## src/modular_inverse_defines.svh

```systemverilog
// ----------------------------------------------------------------------------
// modular_inverse_defines
// Assertion helpers for the modular inverse block.
// ----------------------------------------------------------------------------
// The asserting module must have i_clk and i_rst_n in scope.
`ifndef MODULAR_INVERSE_DEFINES_SVH
`define MODULAR_INVERSE_DEFINES_SVH

// Same-cycle implication, checked outside reset.
`define MODINV_ASSERT_NOW(lbl, ante, cons, msg) \
    lbl: assert property (@(posedge i_clk) disable iff (!i_rst_n) (ante) |-> (cons)) \
        else $error(msg);

// Next-cycle implication, checked outside reset.
`define MODINV_ASSERT_NEXT(lbl, ante, cons, msg) \
    lbl: assert property (@(posedge i_clk) disable iff (!i_rst_n) (ante) |=> (cons)) \
        else $error(msg);

`endif

```

## src/modinv_pkg.sv

```systemverilog
// ----------------------------------------------------------------------------
// modinv_pkg
// Shared constants for the modular inverse block.
// ----------------------------------------------------------------------------
package modinv_pkg;

    // default operand width
    localparam int MI_WIDTH = 32;

endpackage

```

## src/modinv_if.sv

```systemverilog
// ----------------------------------------------------------------------------
// modinv_in_if / modinv_out_if
// Valid/ready channels for operand requests and inverse results.
// ----------------------------------------------------------------------------
interface modinv_in_if #(
    parameter int WIDTH = modinv_pkg::MI_WIDTH
);
    logic             valid;
    logic             ready;
    logic [WIDTH-1:0] value;
    logic [WIDTH-1:0] modulus;

    modport source (output valid, output value, output modulus, input ready);
    modport sink   (input valid, input value, input modulus, output ready);
endinterface

interface modinv_out_if #(
    parameter int WIDTH = modinv_pkg::MI_WIDTH
);
    logic             valid;
    logic             ready;
    logic [WIDTH-1:0] inverse;
    logic             found;

    modport source (output valid, output inverse, output found, input ready);
    modport sink   (input valid, input inverse, input found, output ready);
endinterface

```

## src/modular_inverse.sv

```systemverilog
// ----------------------------------------------------------------------------
// modular_inverse
// Modular multiplicative inverse by the extended Euclidean algorithm.
// ----------------------------------------------------------------------------
// One request at a time. The value is first reduced by the modulus, then
// Euclid runs with each quotient found by shift-and-subtract long division;
// a single shared subtractor does the alignment compares, the division
// subtracts and the final sign fix-up, one operation per cycle. Each
// division doubles the divisor in ST_ALIGN while twice it still fits, takes
// one quotient bit per ST_SUB step, and ends its Euclid step in ST_CHECK.
// Quotients of one, as with consecutive Fibonacci operands, are the slowest
// case. A modulus below 2 gives its result the cycle after acceptance. The
// input is not ready while an item is in work or its result waits to be
// taken.
// ----------------------------------------------------------------------------
`include "modular_inverse_defines.svh"

module modular_inverse #(
    parameter int WIDTH = modinv_pkg::MI_WIDTH
) (
    input  logic           i_clk,
    input  logic           i_rst_n,
    modinv_in_if.sink      i_in,
    modinv_out_if.source   o_out
);

    localparam int SW = $clog2(WIDTH);

    localparam logic [2:0] ST_IDLE  = 3'd0;
    localparam logic [2:0] ST_ALIGN = 3'd1;
    localparam logic [2:0] ST_SUB   = 3'd2;
    localparam logic [2:0] ST_CHECK = 3'd3;
    localparam logic [2:0] ST_FINAL = 3'd4;
    localparam logic [2:0] ST_OUT   = 3'd5;

    logic [2:0]       r_state, n_state;
    logic [WIDTH-1:0] r_r0, n_r0, r_r1, n_r1;    // remainders
    logic [WIDTH-1:0] r_u0, n_u0, r_u1, n_u1;    // coefficient magnitudes
    logic             r_neg0, n_neg0, r_neg1, n_neg1;
    logic [WIDTH-1:0] r_div, n_div;              // shifted divisor
    logic [WIDTH-1:0] r_ush, n_ush;              // shifted coefficient
    logic [SW-1:0]    r_shift, n_shift;
    logic             r_reduce, n_reduce;        // first pass: value mod modulus
    logic [WIDTH-1:0] r_mod, n_mod;
    logic             r_out_valid, n_out_valid;
    logic [WIDTH-1:0] r_inv, n_inv;
    logic             r_found, n_found;

    // shared subtractor
    logic [WIDTH:0]   s_a, s_b;
    logic [WIDTH+1:0] s_diff;
    logic             s_borrow;
    logic [WIDTH-1:0] s_rem;
    logic [WIDTH-1:0] s_usum;
    logic             s_fit;
    logic             s_unorm;

    always_comb begin
        case (r_state)
            ST_ALIGN: begin
                s_a = {1'b0, r_r0};
                s_b = {r_div, 1'b0};
            end
            ST_FINAL: begin
                s_a = {1'b0, r_mod};
                s_b = {1'b0, r_u0};
            end
            default: begin
                s_a = {1'b0, r_r0};
                s_b = {1'b0, r_div};
            end
        endcase
    end

    assign s_diff   = {1'b0, s_a} - {1'b0, s_b};
    assign s_borrow = s_diff[WIDTH+1];
    assign s_fit    = !s_borrow;

    // step of long division: subtract when the shifted divisor fits
    assign s_rem  = s_fit ? s_diff[WIDTH-1:0] : r_r0;
    assign s_usum = (s_fit && !r_reduce) ? (r_u0 + r_ush) : r_u0;

    // coefficient magnitude reduced mod m is nonzero
    assign s_unorm = (r_u0 != '0) && (r_u0 != r_mod);

    assign i_in.ready    = (r_state == ST_IDLE);
    assign o_out.valid   = r_out_valid;
    assign o_out.inverse = r_inv;
    assign o_out.found   = r_found;

    always_comb begin
        n_state     = r_state;
        n_r0        = r_r0;
        n_r1        = r_r1;
        n_u0        = r_u0;
        n_u1        = r_u1;
        n_neg0      = r_neg0;
        n_neg1      = r_neg1;
        n_div       = r_div;
        n_ush       = r_ush;
        n_shift     = r_shift;
        n_reduce    = r_reduce;
        n_mod       = r_mod;
        n_out_valid = r_out_valid;
        n_inv       = r_inv;
        n_found     = r_found;

        case (r_state)
            ST_IDLE: begin
                if (i_in.valid) begin
                    if (i_in.modulus < WIDTH'(2)) begin
                        n_inv       = '0;
                        n_found     = 1'b0;
                        n_out_valid = 1'b1;
                        n_state     = ST_OUT;
                    end else begin
                        n_r0     = i_in.value;
                        n_r1     = i_in.modulus;
                        n_mod    = i_in.modulus;
                        n_div    = i_in.modulus;
                        n_ush    = '0;
                        n_shift  = '0;
                        n_reduce = 1'b1;
                        n_state  = ST_ALIGN;
                    end
                end
            end

            ST_ALIGN: begin
                // grow the divisor while twice it still fits
                if (s_fit) begin
                    n_div   = {r_div[WIDTH-2:0], 1'b0};
                    n_ush   = {r_ush[WIDTH-2:0], 1'b0};
                    n_shift = r_shift + SW'(1);
                end else begin
                    n_state = ST_SUB;
                end
            end

            ST_SUB: begin
                if (r_shift == '0) begin
                    if (r_reduce) begin
                        n_r0     = r_mod;
                        n_r1     = s_rem;
                        n_u0     = '0;
                        n_u1     = {{(WIDTH-1){1'b0}}, 1'b1};
                        n_neg0   = 1'b0;
                        n_neg1   = 1'b0;
                        n_reduce = 1'b0;
                    end else begin
                        n_r0   = r_r1;
                        n_r1   = s_rem;
                        n_u0   = r_u1;
                        n_u1   = s_usum;
                        n_neg0 = r_neg1;
                        n_neg1 = !r_neg1;
                    end
                    n_state = ST_CHECK;
                end else begin
                    n_r0    = s_rem;
                    n_u0    = s_usum;
                    n_div   = {1'b0, r_div[WIDTH-1:1]};
                    n_ush   = {1'b0, r_ush[WIDTH-1:1]};
                    n_shift = r_shift - SW'(1);
                end
            end

            ST_CHECK: begin
                if (r_r1 == '0) begin
                    n_state = ST_FINAL;
                end else begin
                    n_div   = r_r1;
                    n_ush   = r_u1;
                    n_shift = '0;
                    n_state = ST_ALIGN;
                end
            end

            ST_FINAL: begin
                // gcd must be one; negative coefficient becomes m - u
                if ((r_r0 == {{(WIDTH-1){1'b0}}, 1'b1}) && s_unorm) begin
                    n_found = 1'b1;
                    n_inv   = r_neg0 ? s_diff[WIDTH-1:0] : r_u0;
                end else begin
                    n_found = 1'b0;
                    n_inv   = '0;
                end
                n_out_valid = 1'b1;
                n_state     = ST_OUT;
            end

            ST_OUT: begin
                if (o_out.ready) begin
                    n_out_valid = 1'b0;
                    n_state     = ST_IDLE;
                end
            end

            default: begin
                n_out_valid = 1'b0;
                n_state     = ST_IDLE;
            end
        endcase
    end

    always_ff @(posedge i_clk) begin
        if (!i_rst_n) begin
            r_state     <= ST_IDLE;
            r_out_valid <= 1'b0;
            r_reduce    <= 1'b0;
            r_shift     <= '0;
        end else begin
            r_state     <= n_state;
            r_out_valid <= n_out_valid;
            r_reduce    <= n_reduce;
            r_shift     <= n_shift;
        end
    end

    always_ff @(posedge i_clk) begin
        r_r0    <= n_r0;
        r_r1    <= n_r1;
        r_u0    <= n_u0;
        r_u1    <= n_u1;
        r_neg0  <= n_neg0;
        r_neg1  <= n_neg1;
        r_div   <= n_div;
        r_ush   <= n_ush;
        r_mod   <= n_mod;
        r_inv   <= n_inv;
        r_found <= n_found;
    end

    `MODINV_ASSERT_NOW(a_no_overlap, i_in.ready, !o_out.valid,
        "input ready while a result is pending")
    `MODINV_ASSERT_NOW(a_found_nonzero, o_out.valid && o_out.found,
        o_out.inverse != '0, "found result with zero inverse")
    `MODINV_ASSERT_NOW(a_inv_range, o_out.valid && o_out.found && (r_state == ST_OUT),
        o_out.inverse < r_mod, "inverse not below modulus")
    `MODINV_ASSERT_NEXT(a_small_mod, i_in.valid && i_in.ready && (i_in.modulus < WIDTH'(2)),
        o_out.valid && !o_out.found, "small modulus not rejected")
    `MODINV_ASSERT_NOW(a_check_shift, r_state == ST_CHECK, r_shift == '0,
        "division left with nonzero shift")

endmodule

```

## src/flat_wrapper.sv

```systemverilog
// flat-port wrapper written by rule: the top's interface ports become plain ports
module modular_inverse_flat 
#(
    parameter int WIDTH = modinv_pkg::MI_WIDTH
)
  (i_clk, i_rst_n, i_in_valid, i_in_value, i_in_modulus, i_in_ready, o_out_valid, o_out_inverse, o_out_found, o_out_ready);
  modinv_in_if #(.WIDTH(WIDTH)) i_in_i ();
  modinv_out_if #(.WIDTH(WIDTH)) o_out_i ();
  input  logic i_clk;
  input  logic i_rst_n;
  input wire logic [$bits(i_in_i.valid)-1:0] i_in_valid;
  input wire logic [$bits(i_in_i.value)-1:0] i_in_value;
  input wire logic [$bits(i_in_i.modulus)-1:0] i_in_modulus;
  output wire logic [$bits(i_in_i.ready)-1:0] i_in_ready;
  output wire logic [$bits(o_out_i.valid)-1:0] o_out_valid;
  output wire logic [$bits(o_out_i.inverse)-1:0] o_out_inverse;
  output wire logic [$bits(o_out_i.found)-1:0] o_out_found;
  input wire logic [$bits(o_out_i.ready)-1:0] o_out_ready;
  assign i_in_i.valid = i_in_valid;
  assign i_in_i.value = i_in_value;
  assign i_in_i.modulus = i_in_modulus;
  assign i_in_ready = i_in_i.ready;
  assign o_out_valid = o_out_i.valid;
  assign o_out_inverse = o_out_i.inverse;
  assign o_out_found = o_out_i.found;
  assign o_out_i.ready = o_out_ready;
  modular_inverse #(.WIDTH(WIDTH)) u_core (.i_clk(i_clk), .i_rst_n(i_rst_n), .i_in(i_in_i), .o_out(o_out_i));
endmodule
```

## config.mk

```make
export PLATFORM = sky130hd
export DESIGN_NAME = modular_inverse_flat
export DESIGN_NICKNAME = d
export VERILOG_FILES = /design/src/modinv_pkg.sv /design/src/modinv_if.sv /design/src/modular_inverse.sv /design/src/flat_wrapper.sv
export VERILOG_INCLUDE_DIRS = /design/src /design/src/src
export SDC_FILE = /design/constraint.sdc
export NUM_CORES = 1
export LEC_CHECK = 0
export ABC_AREA = 1
export BUFFER_PORTS_ARGS = -buffer_cell sky130_fd_sc_hd__buf_4
export CAP_MARGIN = 40
export CELL_PAD_IN_SITES_DETAIL_PLACEMENT = 0
export CELL_PAD_IN_SITES_GLOBAL_PLACEMENT = 1
export CORE_MARGIN = 2
export CORE_UTILIZATION = 51
export CTS_BUF_LIST = sky130_fd_sc_hd__clkbuf_8
export DETAILED_ROUTE_END_ITERATION = 16
export HOLD_SLACK_MARGIN = 0.15
export PLACE_DENSITY_LB_ADDON = 0.1
export SETUP_SLACK_MARGIN = 0.3
export SLEW_MARGIN = 20
export SYNTH_ARGS = -nofsm -noshare
export SYNTH_HDL_FRONTEND = slang
export SYNTH_SLANG_ARGS = --single-unit
```

## constraint.sdc

```tcl
create_clock -name i_clk -period 6.02 [get_ports i_clk]
set_input_delay 1.204 -clock i_clk [delete_from_list [all_inputs] [get_ports i_clk]]
set_output_delay 1.204 -clock i_clk [all_outputs]
set_load 0.02 [all_outputs]
```

==> metrics.cfg, run 1 <==
[floorplan]
num_rows=71
die_area_sq_mm=0.03990
die_w_um=199.8
core-area_sq_mm=0.03767
io_pins=103
start_util_pct=51.89
die_h_um=199.8

[place]
dp_hpwl_um=56250
io_buffers=102
place_congestion=0.9988

[final_layout]
drive_gt1_share_pct=10.20
utilization_pct=57.87
antenna_cells=0
nets=2896
synthToLayoutAreaGrowth_pct=11.52

[sta]
fin_skew_ns=0.02345
drv_slew=0
min_period_ns=4.643
finalSetupViolCount=0
slew_headroom_pct=39.51
rsz0062_at_grt=false
period_share_pct=77.13
hold_violations=0
final.setup.tns_ns=0
tightest_slew_ns=0.9074
fmax_mhz=215.4

[setup_path]
critPathRequiredTime_ns=6.41
critPathTopFamily=simple AND/OR/NAND/NOR gates
worstPathArrival_ns=5.03
reg2reg_depth=20
cp_slowest_cell=inv_2
cp-startpoint=u_core.r_state[1]
critPathLaunchType=flip-flop
cp_num_buf_inv=4
r2r_start=u_core.r_state[1]
reg2reg_slack_ns=1.38
crit_path_end=u_core.r_u0[31]
critPathMaxFanout=43
end_kind=flip-flop
cp_common_cell=nand2_1
cp_num_cells=20
criticalPathCategory=flip-flop to flip-flop
cpPeakStageDelay_ns=0.46
r2r_end=u_core.r_u0[31]
crit_chain=nor2_1 -> inv_1 -> nor2_4 -> inv_2 -> o21ai_0 -> a21oi_1 -> ha_1 -> nand2_2 -> nor2_2 -> inv_2 -> nor2_4 -> inv_2 -> nor2_4 -> nand2_4 -> nand2_4 -> nand2_8 -> nand2_1 -> nand2_1 -> nand2_1 -> nand2_1

[clocking]
cts.sinks=269
cts_tree=done
cts-resized-gates=0
cts_buffers=50
ctsHoldBuffers=0
clock_latency_ns=0.65
cts.clk_slew.worst_paths_ns=0.06
post-cts-setup-buffers=0
ctsHtreeMaxLevel=2
ctsRootBufferMaster=clkbuf_8
clockBufferDepth=3

[synth]
synthArstFlopShare_pct=0
synthesis.area_sq_mm=0.01954
ys_types=52
seq_area_frac_synth_pct=40.82
ys_top_cells_by_count=nand2_1 (969), inv_1 (328), edfxtp_1 (259)
synth_ff_type=edfxtp_1
yosysMostFrequentCell=nand2_1
syn_avg_cell_area_sq_um=7.328
synth_top_area_cell=edfxtp_1
yosysWarningCount=0
synth_edf_count=259
postSynthCellCount=2667
synth.area.top_cells=edfxtp_1 (40%), nand2_1 (19%), inv_1 (6.3%)
syn_nets=2804
ys_ff_latch=269
yosysTopAreaCellShare_pct=39.80

[global_routing]
grt_pass1_wl_um=112100
grt_max_degree=72
grt_pass1_vias=18363
overflow=0
grt_antenna_before_repair=1
grt.total_usage_pct=37.74

[route]
drtIter0Drc=2073
wl_um=74570
num_vias=19215
routedWlPerCell_um=22.56
vias_per_cell=5.812
ant_nets=0
remaining_drc_errors=0
drt_pass1_iterations=8

[worst_hold_path]
hold_class=flip-flop to flip-flop

[outcome]
status=completed

[job]
max_cap_violations=0

## how the worst min path moves through the flow
stage                                    to         startpoint  cells past startpoint
final                     u_core.r_shift[4]  u_core.r_shift[4]                      2
after global routing      u_core.r_shift[4]  u_core.r_shift[4]                      2
after CTS                 u_core.r_shift[4]  u_core.r_shift[4]                      2
after detailed placement  u_core.r_shift[4]  u_core.r_shift[4]                      2
after global placement    u_core.r_shift[3]  u_core.r_shift[3]                      2
after floorplan           u_core.r_shift[4]  u_core.r_shift[4]                      2
## cell type report
class                      instances  area (sq um)
fill                            3711         15870
timing repair buffer             129          1021
clock inverter                    38         256.5
sequential                       269          7979
clock buffer                      50         688.2
inverter                         348          1309
tap                              511         639.4
multi-input combinational       1961          9903
## state kept, by name, summed over array words and instances, names as in the netlist
register and flops:
u_core.o_out.inverse 32, u_core.r_div 32, u_core.r_mod 32, u_core.r_r0 32
u_core.r_r1 32, u_core.r_u0 32, u_core.r_u1 32, u_core.r_ush 32
u_core.r_shift 5, u_core.r_state 3, u_core.o_out.found 1, u_core.o_out.valid 1
u_core.r_neg0 1, u_core.r_neg1 1, u_core.r_reduce 1
## worst register-to-register path: cells and delay by family (launching register included)
| kind | cells | cell delay [ns] |
|---|---|---|
| and+or+nand+nor | 13 | 2.50 |
| buffers and inverters | 4 | 0.71 |
| adders and majority gates | 1 | 0.45 |
| AOI/OAI and AO/OA | 2 | 0.37 |
| DFF | 1 | 0.36 |
## stage by stage
stage | cell area (sq um) | hold slack [ns] | instances | worst slack, ns
after global routing | 21800 | 0.5355 | 3306 | 1.032
after detailed placement | 20830 | 0.4895 | 3217 | 1.511
after CTS | 21780 | 0.4987 | 3305 | 1.485
final | 21800 | 0.4997 | 3306 | 1.377
after floorplan | 19540 | 0.4669 | 2667 | 1.810
after global placement | 20780 | 0.4939 | 3215 | 1.532
## placed cells by master (no fill, tap or decap), drive strengths merged, types with 12 or more instances in the layout
master,Yosys,routed
nand2,1009,1009
inv,347,365
edfxtp,259,259
nor2,210,210
nand3,159,159
o21ai,153,153
buf,29,129
a21oi,104,104
ha,66,66
clkbuf,60,50
nand4,40,40
xnor2,31,31
o2111ai,25,25
o211ai,23,23
nor3,22,22
xor2,17,17
clkinv,1,16
o21bai,15,15
nor4,14,14
a32o,12,12
## logic make-up (layout without fill, tap and decap cells)
group	count (synthesis)	in the layout	share of synthesized area (%)
AND/OR/NAND/NOR	1488	1488	32.85
buffers and inverters	437	565	8.854
AO/OA/AOI/OAI	353	353	10.64
flip-flops	269	269	40.82
adder cells (fa/ha/maj)	69	69	4.533
XOR/XNOR	48	48	2.151
multiplexers	3	3	0.1537
## metal layers
metal,GRT usage (%),vias up,routed length (um)
met3,6.804,240,7177
li1,-,8949,-
met2,59.22,1114,33180
met4,18.11,2,3620
met1,50.64,8910,30580
met5,0,-,16
Power of run 1 is left out: the tool's default activity adds up to more than one toggle a clock period on the data nets, which glitch-free logic cannot reach.
==> inputs of run 2 (changes only) <==
- CORE_UTILIZATION: 51 -> 47
- clock period: 6.02 -> 4.8 ns (I/O delays scaled with it)
==> metrics.cfg, run 2 (synthesized netlist as in run 1, its figures left out) <==
[outcome]
status=completed

[floorplan]
die_w_um=207.9  ; +4.1%
num_rows=74  ; +4.2%
core-area_sq_mm=0.04092  ; +8.6%
io_pins=103  ; unchanged
die_h_um=207.9  ; +4.1%
die_area_sq_mm=0.04323  ; +8.3%
start_util_pct=47.76  ; -4.1 points

[route]
num_vias=19176  ; -0.20%
drtIter0Drc=2082  ; +0.43%
wl_um=75100  ; +0.71%
ant_nets=0  ; unchanged
remaining_drc_errors=0  ; unchanged
vias_per_cell=5.748  ; -1.1%
routedWlPerCell_um=22.51  ; -0.19%
drt_pass1_iterations=8  ; unchanged

[sta]
fmax_mhz=238.0  ; +11%
slew_headroom_pct=39.42  ; -0.086 points
rsz0062_at_grt=false
final.setup.tns_ns=0  ; unchanged
tightest_slew_ns=0.9077  ; +0.0002910 ns
finalSetupViolCount=0  ; unchanged
min_period_ns=4.201  ; -0.4419 ns
hold_violations=0  ; unchanged
period_share_pct=87.52  ; +10 points
fin_skew_ns=0.03376  ; +0.01031 ns
drv_slew=0  ; unchanged

[setup_path]
criticalPathCategory=flip-flop to flip-flop
cpPeakStageDelay_ns=0.44  ; -0.02 ns
critPathTopFamily=simple AND/OR/NAND/NOR gates
cp_num_buf_inv=6  ; +2
critPathLaunchType=flip-flop
critPathRequiredTime_ns=5.09  ; -1.32 ns
end_kind=flip-flop
crit_chain=inv_2 -> nand2_1 -> nor2_4 -> buf_4 -> nand2_1 -> o21ai_0 -> a21oi_1 -> ha_1 -> nand2_1 -> nor2_1 -> inv_2 -> o21ai_1 -> inv_2 -> nand2_2 -> nand2_4 -> nand3_1 -> nand2_1 -> inv_2 -> buf_4
cp_slowest_cell=buf_4
critPathMaxFanout=27  ; -37%
worstPathArrival_ns=4.49  ; -0.54 ns

[job]
max_cap_violations=0  ; unchanged

[final_layout]
utilization_pct=53.41  ; -4.5 points
layout.cells.most_common_list=nand2_1 (968), inv_1 (344), edfxtp_1 (259), nor2_1 (197), nand3_1 (157)
synthToLayoutAreaGrowth_pct=11.83
seq_area_sq_mm=0.007979  ; unchanged
multiInputGateArea_sq_mm=0.009912  ; about the same
nets=2902  ; +0.21%
fillers=4149  ; +12%
drive_gt1_share_pct=10.60  ; +0.40 points
final_common_cell=nand2_1

[clocking]
cts.sinks=269  ; unchanged
cts_tree=done
clockBufferDepth=3  ; unchanged
ctsHtreeMaxLevel=2  ; unchanged
ctsRootBufferMaster=clkbuf_8
cts_buffers=48  ; -4.0%
cts.clk_slew.worst_paths_ns=0.07  ; about the same
clock_latency_ns=0.66  ; about the same

[global_routing]
grt_antenna_before_repair=2  ; +1
grt_pass1_wl_um=112800  ; +0.63%
grt_max_degree=60  ; -17%
grt_pass1_vias=18471  ; +0.59%
grt.total_usage_pct=34.23  ; -3.5 points
overflow=0  ; unchanged

[worst_hold_path]
hold_class=flip-flop to flip-flop

[place]
place_congestion=1.051  ; +5.2%
dp_hpwl_um=55760  ; -0.88%
io_buffers=102  ; unchanged

-- run 2: cell count changes in the layout (fill, tap and decap cells not counted), sizes merged --
cell / previous run / this run
buf: 129 / 136
bufinv: 3 / 2
clkbuf: 50 / 52
diode: 0 / 1
nand2: 1009 / 1010
inv: 365 / 364
-- run 2: final cells by class --
class | instances | share of cell area [%]
diodes | 1 | 0.01145
clock buffers | 52 | 3.275
clock inverters | 36 | 0.9618
inverters | 348 | 5.994
multi-input cells | 1962 | 45.35
flip-flops and latches | 269 | 36.51
well taps | 532 | 3.046
repair buffers | 136 | 4.855
-- run 2: path summary, 6_finish.rpt --
check | depth (start not counted) | slack [ns] | endpoint | start
setup / recovery | 19 | 0.60 | u_core.r_div[8] | u_core.r_state[1]
hold / removal | 2 | 0.51 | u_core.o_out.valid | u_core.o_out.valid
setup reg to reg | 19 | 0.60 | u_core.r_div[8] | u_core.r_state[1]
hold reg to reg | 2 | 0.51 | u_core.o_out.valid | u_core.o_out.valid
-- run 2: layer usage --
layer  wire, um  up-vias  global-route usage (%)
met5         27        -                       0
met3       6899      129                   7.411
li1           -     8971                       -
met1      32280     9148                   47.33
met4       2290        4                   11.10
met2      33600      924                   53.47
-- run 2: per-stage QoR --
step	hold WS (ns)	setup slack [ns]	area (sq um)	std cells
4_1_cts	0.4823	0.5696	21830	3334
3_5_place_dp	0.5019	0.5611	20910	3246
5_1_grt	0.5080	0.3385	21850	3335
2_1_floorplan	0.4669	0.8340	19540	2667
6_report	0.5085	0.5988	21860	3336
3_3_place_gp	0.4953	0.6646	20870	3244
-- run 2: worst min-delay path, stage by stage (launching register included) --
cell and delay, ns:
dfxtp_1 0.31, o21ai_0 0.08, a21oi_1 0.07
-- run 2: what timing repair did --
item                       4_1_cts  5_1_grt
hold buffers                     0        0
buffers inserted                 0        0
setup endpoints to repair        0      114
resized for setup                0        4
Power of run 2 is left out for the same reason.
